$ cat config.mk
export PLATFORM = sky130hd
export DESIGN_NAME = overwriting_ring_buffer_top_flat
export DESIGN_NICKNAME = d
export VERILOG_FILES = /design/src/design/orb_pkg.sv /design/src/design/orb_if.sv /design/src/design/orb_ram.sv /design/src/design/orb_front.sv /design/src/design/orb_back.sv /design/src/design/overwriting_ring_buffer_top.sv /design/src/flat_wrapper.sv
export SDC_FILE = /design/constraint.sdc
export NUM_CORES = 1
export LEC_CHECK = 0
export BUFFER_PORTS_ARGS = -buffer_cell sky130_fd_sc_hd__buf_2
export CAP_MARGIN = 10
export CORE_AREA = 2 2 293 295
export CTS_BUF_LIST = sky130_fd_sc_hd__clkbuf_16
export DETAILED_ROUTE_END_ITERATION = 12
export DIE_AREA = 0 0 295 297
export PLACE_DENSITY_LB_ADDON = 0.05
export SLEW_MARGIN = 20
export SYNTH_ARGS = -nofsm -noshare
export SYNTH_HDL_FRONTEND = slang
export SYNTH_SLANG_ARGS = --single-unit
$ cat constraint.sdc
create_clock -name clock -period 13.7 [get_ports clock]
set_input_delay 2.74 -clock clock [delete_from_list [all_inputs] [get_ports clock]]
set_output_delay 2.74 -clock clock [all_outputs]
set_load 0.02 [all_outputs]
$ cat src/design/orb_pkg.sv
// Shared types and constants for the overwriting ring buffer.
// Used by the channel interfaces and every module of the block but orb_ram; no dependencies.
package orb_pkg;

   // Request kinds carried in req_type.
   localparam logic [1:0] REQ_PUSH = 2'd0;
   localparam logic [1:0] REQ_POP  = 2'd1;
   localparam logic [1:0] REQ_PEEK = 2'd2;

   // Fixed widths of the channel fields.
   localparam int DATA_W  = 32;
   localparam int COUNT_W = 4;

   // Command queue between the front and the back.
   localparam int QDEPTH  = 4;
   localparam int Q_PTR_W = $clog2(QDEPTH);
   localparam int Q_LVL_W = $clog2(QDEPTH + 1);

   // Classification of one request, held while the registered memory read completes.
   typedef struct packed {
      logic               do_read;
      logic               underflow;
      logic               overwrote_oldest;
      logic [COUNT_W-1:0] item_count;
      logic               is_empty;
      logic               is_full;
   } meta_type;

   // Finished result word as it waits in the queue.
   typedef struct packed {
      logic [DATA_W-1:0]  read_value;
      logic               underflow;
      logic               overwrote_oldest;
      logic [COUNT_W-1:0] item_count;
      logic               is_empty;
      logic               is_full;
   } cmd_type;

   // Enqueue request from the front to the back.
   typedef struct packed {
      logic    valid;
      cmd_type cmd;
   } enq_type;

endpackage

$ cat src/design/orb_if.sv
// Valid/ready channel interfaces for the request and response words.
// Depends on orb_pkg for the field widths.
interface orb_req_if;
   logic                       valid;
   logic                       ready;
   logic [1:0]                 req_type;
   logic [orb_pkg::DATA_W-1:0] push_value;

   modport source (output valid, req_type, push_value, input ready);
   modport sink   (input valid, req_type, push_value, output ready);
endinterface

interface orb_rsp_if;
   logic                        valid;
   logic                        ready;
   logic [orb_pkg::DATA_W-1:0]  read_value;
   logic                        underflow;
   logic                        overwrote_oldest;
   logic [orb_pkg::COUNT_W-1:0] item_count;
   logic                        is_empty;
   logic                        is_full;

   modport source (output valid, read_value, underflow, overwrote_oldest, item_count,
                   is_empty, is_full, input ready);
   modport sink   (input valid, read_value, underflow, overwrote_oldest, item_count,
                   is_empty, is_full, output ready);
endinterface

$ cat src/design/orb_ram.sv
// Generic single-write, single-read RAM with a registered read port.
// No dependencies.
module orb_ram #(
   parameter int WIDTH = 32,
   parameter int DEPTH = 8,
   localparam int ADDR_W = (DEPTH > 1) ? $clog2(DEPTH) : 1
) (
   input  logic              clock,
   input  logic              wr_en,
   input  logic [ADDR_W-1:0] wr_addr,
   input  logic [WIDTH-1:0]  wr_data,
   input  logic              rd_en,
   input  logic [ADDR_W-1:0] rd_addr,
   output logic [WIDTH-1:0]  rd_data
);

   logic [WIDTH-1:0] mem_ff [DEPTH];
   logic [WIDTH-1:0] rd_data_ff;

   // Write port and registered read port.
   always_ff @(posedge clock) begin
      if (wr_en) begin
         mem_ff[wr_addr] <= wr_data;
      end
      if (rd_en) begin
         rd_data_ff <= mem_ff[rd_addr];
      end
   end

   assign rd_data = rd_data_ff;

endmodule

$ cat src/design/orb_front.sv
// Front of the ring buffer: accepts requests, keeps the pointers and the count,
// drives the entry RAM and hands classified result words to the back.
// Depends on orb_pkg and orb_req_if.
module orb_front #(
   parameter int DEPTH = 8,
   parameter int WORD_WIDTH = 32,
   localparam int PTR_W = (DEPTH > 1) ? $clog2(DEPTH) : 1,
   localparam int CNT_W = $clog2(DEPTH + 1)
) (
   input  logic                          clock,
   input  logic                          reset,
   orb_req_if.sink                       req_ch,
   input  logic [orb_pkg::Q_LVL_W-1:0]   q_level,
   output orb_pkg::enq_type              enq,
   output logic                          ram_wr_en,
   output logic [PTR_W-1:0]              ram_wr_addr,
   output logic [WORD_WIDTH-1:0]         ram_wr_data,
   output logic                          ram_rd_en,
   output logic [PTR_W-1:0]              ram_rd_addr,
   input  logic [WORD_WIDTH-1:0]         ram_rd_data
);

   logic [PTR_W-1:0] wp_ff, wp_in;
   logic [PTR_W-1:0] op_ff, op_in;
   logic [CNT_W-1:0] count_ff, count_in;
   logic             s1_valid_ff, s1_valid_in;
   orb_pkg::meta_type s1_meta_ff, s1_meta_in;

   logic             accept;
   logic [PTR_W-1:0] next_wp;
   logic [PTR_W-1:0] next_op;
   logic             is_full_now;
   logic [orb_pkg::Q_LVL_W-1:0] pending;

   // A request is taken only when the queue has a slot for it and for the
   // word still waiting on the RAM read.
   assign pending      = q_level + orb_pkg::Q_LVL_W'(s1_valid_ff);
   assign req_ch.ready = !reset && (pending < orb_pkg::Q_LVL_W'(orb_pkg::QDEPTH));
   assign accept       = req_ch.valid && req_ch.ready;

   // Pointer increments with wrap at the buffer depth.
   assign next_wp = (wp_ff == PTR_W'(DEPTH - 1)) ? '0 : wp_ff + PTR_W'(1);
   assign next_op = (op_ff == PTR_W'(DEPTH - 1)) ? '0 : op_ff + PTR_W'(1);
   assign is_full_now = (count_ff == CNT_W'(DEPTH));

   // Classify the request and compute the new pointers and count.
   always_comb begin
      wp_in      = wp_ff;
      op_in      = op_ff;
      count_in   = count_ff;
      ram_wr_en  = 1'b0;
      ram_rd_en  = 1'b0;
      s1_meta_in = '0;
      if (accept) begin
         unique case (req_ch.req_type) inside
            orb_pkg::REQ_PUSH: begin
               ram_wr_en = 1'b1;
               wp_in     = next_wp;
               if (!is_full_now) begin
                  count_in = count_ff + CNT_W'(1);
               end else begin
                  op_in = next_op;
                  s1_meta_in.overwrote_oldest = 1'b1;
               end
            end
            orb_pkg::REQ_POP, orb_pkg::REQ_PEEK: begin
               if (count_ff == '0) begin
                  s1_meta_in.underflow = 1'b1;
               end else begin
                  ram_rd_en          = 1'b1;
                  s1_meta_in.do_read = 1'b1;
                  if (req_ch.req_type == orb_pkg::REQ_POP) begin
                     op_in    = next_op;
                     count_in = count_ff - CNT_W'(1);
                  end
               end
            end
            default: begin
               // Unknown kinds leave the state alone and report it.
            end
         endcase
         s1_meta_in.item_count = orb_pkg::COUNT_W'(count_in);
         s1_meta_in.is_empty   = (count_in == '0);
         s1_meta_in.is_full    = (count_in == CNT_W'(DEPTH));
      end
   end

   assign s1_valid_in = accept;
   assign ram_wr_addr = wp_ff;
   assign ram_wr_data = WORD_WIDTH'(req_ch.push_value);
   assign ram_rd_addr = op_ff;

   // Control state.
   always_ff @(posedge clock) begin
      if (reset) begin
         wp_ff       <= '0;
         op_ff       <= '0;
         count_ff    <= '0;
         s1_valid_ff <= 1'b0;
      end else begin
         wp_ff       <= wp_in;
         op_ff       <= op_in;
         count_ff    <= count_in;
         s1_valid_ff <= s1_valid_in;
      end
   end

   // Classification is registered alongside the registered RAM read.
   always_ff @(posedge clock) begin
      s1_meta_ff <= s1_meta_in;
   end

   // Join the read data with the classification and enqueue the word.
   always_comb begin
      enq.valid                = s1_valid_ff;
      enq.cmd.read_value       = s1_meta_ff.do_read ? orb_pkg::DATA_W'(ram_rd_data) : '0;
      enq.cmd.underflow        = s1_meta_ff.underflow;
      enq.cmd.overwrote_oldest = s1_meta_ff.overwrote_oldest;
      enq.cmd.item_count       = s1_meta_ff.item_count;
      enq.cmd.is_empty         = s1_meta_ff.is_empty;
      enq.cmd.is_full          = s1_meta_ff.is_full;
   end

`ifndef SYNTH
   // The count never goes past the buffer depth.
   a_count_range: assert property (@(posedge clock) disable iff (reset)
      count_ff <= CNT_W'(DEPTH))
      else $error("held count exceeds depth");

   // An empty or full buffer has its pointers in the same place.
   a_ptr_meet: assert property (@(posedge clock) disable iff (reset)
      (count_ff == '0 || count_ff == CNT_W'(DEPTH)) |-> (wp_ff == op_ff))
      else $error("pointers disagree with the count");

   // A word leaving the read stage always finds room in the queue.
   a_queue_room: assert property (@(posedge clock) disable iff (reset)
      s1_valid_ff |-> (q_level != orb_pkg::Q_LVL_W'(orb_pkg::QDEPTH)))
      else $error("enqueue into a full queue");
`endif

endmodule

$ cat src/design/orb_back.sv
// Back of the ring buffer: a short result queue and the response output register.
// Depends on orb_pkg and orb_rsp_if.
module orb_back (
   input  logic                        clock,
   input  logic                        reset,
   input  orb_pkg::enq_type            enq,
   output logic [orb_pkg::Q_LVL_W-1:0] q_level,
   orb_rsp_if.source                   rsp_ch
);

   orb_pkg::cmd_type q_mem_ff [orb_pkg::QDEPTH];
   logic [orb_pkg::Q_PTR_W-1:0] wr_ptr_ff, wr_ptr_in;
   logic [orb_pkg::Q_PTR_W-1:0] rd_ptr_ff, rd_ptr_in;
   logic [orb_pkg::Q_LVL_W-1:0] level_ff, level_in;
   logic                        rsp_valid_ff, rsp_valid_in;
   orb_pkg::cmd_type            rsp_data_ff, rsp_data_in;
   logic                        pop;

   // Move a word to the output register whenever it is empty or being taken.
   assign pop = (level_ff != '0) && (!rsp_valid_ff || rsp_ch.ready);

   always_comb begin
      wr_ptr_in    = enq.valid ? wr_ptr_ff + orb_pkg::Q_PTR_W'(1) : wr_ptr_ff;
      rd_ptr_in    = pop ? rd_ptr_ff + orb_pkg::Q_PTR_W'(1) : rd_ptr_ff;
      level_in     = level_ff + orb_pkg::Q_LVL_W'(enq.valid) - orb_pkg::Q_LVL_W'(pop);
      rsp_valid_in = pop || (rsp_valid_ff && !rsp_ch.ready);
      rsp_data_in  = pop ? q_mem_ff[rd_ptr_ff] : rsp_data_ff;
   end

   // Queue and output control.
   always_ff @(posedge clock) begin
      if (reset) begin
         wr_ptr_ff    <= '0;
         rd_ptr_ff    <= '0;
         level_ff     <= '0;
         rsp_valid_ff <= 1'b0;
      end else begin
         wr_ptr_ff    <= wr_ptr_in;
         rd_ptr_ff    <= rd_ptr_in;
         level_ff     <= level_in;
         rsp_valid_ff <= rsp_valid_in;
      end
   end

   // Queue storage and output payload.
   always_ff @(posedge clock) begin
      if (enq.valid) begin
         q_mem_ff[wr_ptr_ff] <= enq.cmd;
      end
      rsp_data_ff <= rsp_data_in;
   end

   assign q_level                 = level_ff;
   assign rsp_ch.valid            = rsp_valid_ff;
   assign rsp_ch.read_value       = rsp_data_ff.read_value;
   assign rsp_ch.underflow        = rsp_data_ff.underflow;
   assign rsp_ch.overwrote_oldest = rsp_data_ff.overwrote_oldest;
   assign rsp_ch.item_count       = rsp_data_ff.item_count;
   assign rsp_ch.is_empty         = rsp_data_ff.is_empty;
   assign rsp_ch.is_full          = rsp_data_ff.is_full;

`ifndef SYNTH
   // The queue level stays within its depth.
   a_level_range: assert property (@(posedge clock) disable iff (reset)
      level_ff <= orb_pkg::Q_LVL_W'(orb_pkg::QDEPTH))
      else $error("queue level exceeds depth");

   // A full queue implies the output register is occupied.
   a_full_means_busy: assert property (@(posedge clock) disable iff (reset)
      (level_ff == orb_pkg::Q_LVL_W'(orb_pkg::QDEPTH)) |-> rsp_valid_ff)
      else $error("queue full while output register is idle");
`endif

endmodule

$ cat src/design/overwriting_ring_buffer_top.sv
// Overwriting ring buffer: each request word gives one response word.
// Path: a request is classified with the registered RAM read, then enqueued and moved to the response output register.
// Throughput: one request per cycle while responses are taken; the registered RAM
// read and a four-word result queue set the pipeline, so there is no stall of its own.
// Reset: synchronous, clears pointers, count and queue; stored words are not cleared.
// Depends on orb_pkg, orb_if, orb_ram, orb_front and orb_back.
module overwriting_ring_buffer_top #(
   parameter int DEPTH = 8,
   parameter int WORD_WIDTH = 32,
   localparam int PTR_W = (DEPTH > 1) ? $clog2(DEPTH) : 1
) (
   input logic        clock,
   input logic        reset,
   orb_req_if.sink    req_ch,
   orb_rsp_if.source  rsp_ch
);

   orb_pkg::enq_type            enq;
   logic [orb_pkg::Q_LVL_W-1:0] q_level;
   logic                        ram_wr_en;
   logic [PTR_W-1:0]            ram_wr_addr;
   logic [WORD_WIDTH-1:0]       ram_wr_data;
   logic                        ram_rd_en;
   logic [PTR_W-1:0]            ram_rd_addr;
   logic [WORD_WIDTH-1:0]       ram_rd_data;

   // Entry storage.
   orb_ram #(
      .WIDTH (WORD_WIDTH),
      .DEPTH (DEPTH)
   ) u_ram (
      .clock   (clock),
      .wr_en   (ram_wr_en),
      .wr_addr (ram_wr_addr),
      .wr_data (ram_wr_data),
      .rd_en   (ram_rd_en),
      .rd_addr (ram_rd_addr),
      .rd_data (ram_rd_data)
   );

   // Request side: pointers, count and classification.
   orb_front #(
      .DEPTH      (DEPTH),
      .WORD_WIDTH (WORD_WIDTH)
   ) u_front (
      .clock       (clock),
      .reset       (reset),
      .req_ch      (req_ch),
      .q_level     (q_level),
      .enq         (enq),
      .ram_wr_en   (ram_wr_en),
      .ram_wr_addr (ram_wr_addr),
      .ram_wr_data (ram_wr_data),
      .ram_rd_en   (ram_rd_en),
      .ram_rd_addr (ram_rd_addr),
      .ram_rd_data (ram_rd_data)
   );

   // Response side: result queue and output register.
   orb_back u_back (
      .clock   (clock),
      .reset   (reset),
      .enq     (enq),
      .q_level (q_level),
      .rsp_ch  (rsp_ch)
   );

endmodule

$ cat src/flat_wrapper.sv
// flat-port wrapper written by rule: the top's interface ports become plain ports
module overwriting_ring_buffer_top_flat 
#(
   parameter int DEPTH = 8,
   parameter int WORD_WIDTH = 32,
   localparam int PTR_W = (DEPTH > 1) ? $clog2(DEPTH) : 1
)
  (clock, reset, req_ch_valid, req_ch_req_type, req_ch_push_value, req_ch_ready, rsp_ch_valid, rsp_ch_read_value, rsp_ch_underflow, rsp_ch_overwrote_oldest, rsp_ch_item_count, rsp_ch_is_empty, rsp_ch_is_full, rsp_ch_ready);
  orb_req_if req_ch_i ();
  orb_rsp_if rsp_ch_i ();
  input logic clock;
  input logic reset;
  input wire logic [$bits(req_ch_i.valid)-1:0] req_ch_valid;
  input wire logic [$bits(req_ch_i.req_type)-1:0] req_ch_req_type;
  input wire logic [$bits(req_ch_i.push_value)-1:0] req_ch_push_value;
  output wire logic [$bits(req_ch_i.ready)-1:0] req_ch_ready;
  output wire logic [$bits(rsp_ch_i.valid)-1:0] rsp_ch_valid;
  output wire logic [$bits(rsp_ch_i.read_value)-1:0] rsp_ch_read_value;
  output wire logic [$bits(rsp_ch_i.underflow)-1:0] rsp_ch_underflow;
  output wire logic [$bits(rsp_ch_i.overwrote_oldest)-1:0] rsp_ch_overwrote_oldest;
  output wire logic [$bits(rsp_ch_i.item_count)-1:0] rsp_ch_item_count;
  output wire logic [$bits(rsp_ch_i.is_empty)-1:0] rsp_ch_is_empty;
  output wire logic [$bits(rsp_ch_i.is_full)-1:0] rsp_ch_is_full;
  input wire logic [$bits(rsp_ch_i.ready)-1:0] rsp_ch_ready;
  assign req_ch_i.valid = req_ch_valid;
  assign req_ch_i.req_type = req_ch_req_type;
  assign req_ch_i.push_value = req_ch_push_value;
  assign req_ch_ready = req_ch_i.ready;
  assign rsp_ch_valid = rsp_ch_i.valid;
  assign rsp_ch_read_value = rsp_ch_i.read_value;
  assign rsp_ch_underflow = rsp_ch_i.underflow;
  assign rsp_ch_overwrote_oldest = rsp_ch_i.overwrote_oldest;
  assign rsp_ch_item_count = rsp_ch_i.item_count;
  assign rsp_ch_is_empty = rsp_ch_i.is_empty;
  assign rsp_ch_is_full = rsp_ch_i.is_full;
  assign rsp_ch_i.ready = rsp_ch_ready;
  overwriting_ring_buffer_top #(.DEPTH(DEPTH), .WORD_WIDTH(WORD_WIDTH)) u_core (.clock(clock), .reset(reset), .req_ch(req_ch_i), .rsp_ch(rsp_ch_i));
endmodule
==> results.md <==
* Status: complete, no violations
* Final min period at 6.09 ns
* Crit path cell chain: buf_2 > nor2_1 > buf_2
* Leakage at 7.35 nW
* Post-CTS resize count at 0
* Max-cap violations at 0
* Startpoint Class: primary input
* Setup violations, final at 0
* Hold WC Path Type: flop to flop
* Placed wire-length estimate at 25.1 mm
* Arr. time, crit path at 3.35 ns
* RePlAce Congestion at 0.665
* Slowest-stage cell, CP: buf_2
* Synth Area per Inst at 22.2 um^2
* CTS Sinks at 516
* Post-synthesis mux area share at 14.0%
* Die area at 87600 um^2
* Yosys reg bits at 516
* DR DRC count at 0
* P per Cell Area at 173 nW/um^2
* Post-synthesis compound-gate area fraction at 1.23%
* Starting density of the core at 22.9%
* Routed wire per std cell at 19.9 um
* Adder-Cell Fraction of Synth Area at 1.17%
* Proportion of netlist area held by the largest area contributor at 75.9%
* Setup CP Type: primary input to primary output
* Wire length of the first global-routing pass at 64.8 mm
* Via Count at 8486
* Setup TNS at 0 ns
* Pins Over Slew Limit at 0
* Sw Share at 24.7%
* Global-route usage over all layers at 10.2%
* Hold buffers post-CTS at 0
* Top-count cell post-synth: edfxtp_1
* Worst slew pin tran at 0.924 ns
* Final wirelength at 43.5 mm
* Port bufs at 79
* Area growth from synthesis to layout at 20.4%
* CP bufs+invs at 2
* Final Skew at 0.0241 ns
* Via density at 3.88
* Seq/Total Area, Yosys at 78.8%
* Clock transition at path regs at 0.05 ns
* Worst path top cell family by delay: buffers and inverters
* Top_reg_cell synth: edfxtp_1
* Data required time of the worst path at 10.96 ns
* Root Buffer: clkbuf_16
* Clk buf depth at 3
* Area of the mapped netlist at 19300 um^2
* CTS H-tree depth at 3
* Asr flop ratio synth at 0%
* Layout cells sized above 1 at 33.0%
* Logic gate share of total power at 11.9%
* Place WS at 7.58 ns
* Number of cells on the critical path at 3
* Core area at 84500 um^2
* Vias in the first global route at 9239
* TritonCTS Buffers at 67
* Initial antenna violation count at 8
* Area leader, netlist: edfxtp_1
* Initial DRT Pass Iterations at 4
* Fin. Hold Viols at 0
* XOR/XNOR Fraction of Synth Area at 0.272%
* Final #Nets at 1054
* Peak Freq at 164 MHz
* Clock power share at 40.5%
* Row cnt at 107
* 1st-iter DRT viols at 478
* Period utilization at 44.4%
* Synth warnings at 0
* CTS tree: built
* Sw Pwr at 0.992 mW
* GRT overflow at 0
* Post-synth top cells: edfxtp_1, mux4_2, and2_1
* Die Wd at 295 um
* Crit-path most repeated cell: buf_2
* VDD IR-drop max at 0.0690 mV
* Cell Int Power at 3.03 mW
* # fillers at 8365
* Hold depth at 0
* FF-to-FF path depth at 8
* Max incr delay on CP at 0.31 ns
* Ports at 80
* Final worst slack at 7.61 ns
* Slew headroom at 38.2%
* DIE HEIGHT at 297 um
* Pin count of the biggest net entering global routing at 51
* Synth Area in Simple Gates at 3.28%
* Critical path endpoint category: primary output
* Number of enable flip-flop cells after synthesis at 488
* RSZ-0062 raised after global routing: false
* Syn_nets at 925
* Fin cells at 2187
* Routed Antenna Nets at 0
* Clock latency on the worst-skew pair at 0.59 ns
* Top post-synthesis cells by area: edfxtp_1, mux4_2, dfxtp_1, mux2_2, and2_1
* Placed insts at 2073
* Synth Instances at 869
* Postcts setup bufs at 0
* Number of unique standard cell types used by synthesis at 50
* Largest family of logic cells by synthesized area: multiplexers
* Sequential share of power at 47.6%
* Crit-path max FO at 17
area by class of cell:
| type | count | area (um^2) | share of cell area [%] |
|---|---|---|---|
| clock inverter | 43 | 295 | 1.27 |
| inverter | 15 | 56.3 | 0.242 |
| multi-input combinational | 298 | 3930 | 16.9 |
| tap | 1144 | 1430 | 6.16 |
| clock buffer | 70 | 1750 | 7.54 |
| sequential | 516 | 15200 | 65.5 |
| timing repair buffer | 100 | 553 | 2.38 |
| antenna | 1 | 2.50 | 0.0108 |
kinds of logic (layout without fill, tap and decap cells):
group,count (synthesis),after routing
xor+xnor,6,6
mux,137,137
compound gates,31,31
simple gates,106,106
fa+ha+maj,18,18
other cells,0,1
flops,516,516
buf+inv,55,228
power groups by stage:
stage | Combinational, mW | Clock [mW] | Sequential (mW)
4_1_cts | 0.498 | 1.70 | 1.92
3_5_place_dp | 0.497 | 0 | 1.95
5_1_grt | 0.524 | 1.76 | 1.93
6_report | 0.477 | 1.63 | 1.91
2_1_floorplan | 0.248 | 0 | 2.01
3_3_place_gp | 0.499 | 0 | 1.95
placed cells by master, fill, tap and decap left out, types with 16 or more instances in the layout:
cell and n:
ha_1 18, clkbuf_16 70, nor2_1 16, inv_1 34, mux2_2 32, buf_4 21
mux4_2 104, and2_1 36, edfxtp_1 488, dfxtp_1 23, buf_2 79
per-stage QoR:
step	area [um^2]	total power, mW	util (%)	hold slack, ns
after floorplan	19300	2.26	-	0.438
after global placement	21200	2.45	25.1	0.467
after detailed placement	21200	2.45	25.1	0.476
after CTS	23200	4.12	27.5	0.490
after global routing	23200	4.21	27.5	0.530
final	23200	4.02	27.5	0.487
layer usage:
layer	global-route usage [%]	vias to the layer above	part of all wire, %
li1	-	3844	-
met1	13.9	4394	47
met2	15.6	160	46
met3	2.56	80	5.0
met4	3.64	8	2.3
met5	0	-	0.13
registers in the layout, indices dropped and copies added (netlist names), 2 cells and up:
name                             count
u_core.u_back.wr_ptr_ff              2
u_core.u_front.enq                   8
u_core.u_back.rd_ptr_ff              2
u_core.u_front.ram_wr_addr           3
u_core.u_front.ram_rd_addr           3
u_core.u_front.count_ff              4
u_core.u_ram.rd_data                32
u_core.u_back.q_level                3
u_core.u_back.rsp_ch.read_value     32
u_core.u_back.rsp_ch.item_count      4
u_core.u_ram.mem_ff                256
u_core.u_back.q_mem_ff             160
final timing paths:
kind                                                  from  slack (ns)                            to
worst max-delay path                                 reset        7.61                  req_ch_ready
worst min-delay path                 u_core.u_front.enq[7]        0.49  u_core.u_back.q_mem_ff[2][7]
worst max register to register  u_core.u_front.s1_valid_ff       10.15    u_core.u_ram.mem_ff[4][13]
worst min register to register       u_core.u_front.enq[7]        0.49  u_core.u_back.q_mem_ff[2][7]
(Power assumes the default switching activity.)
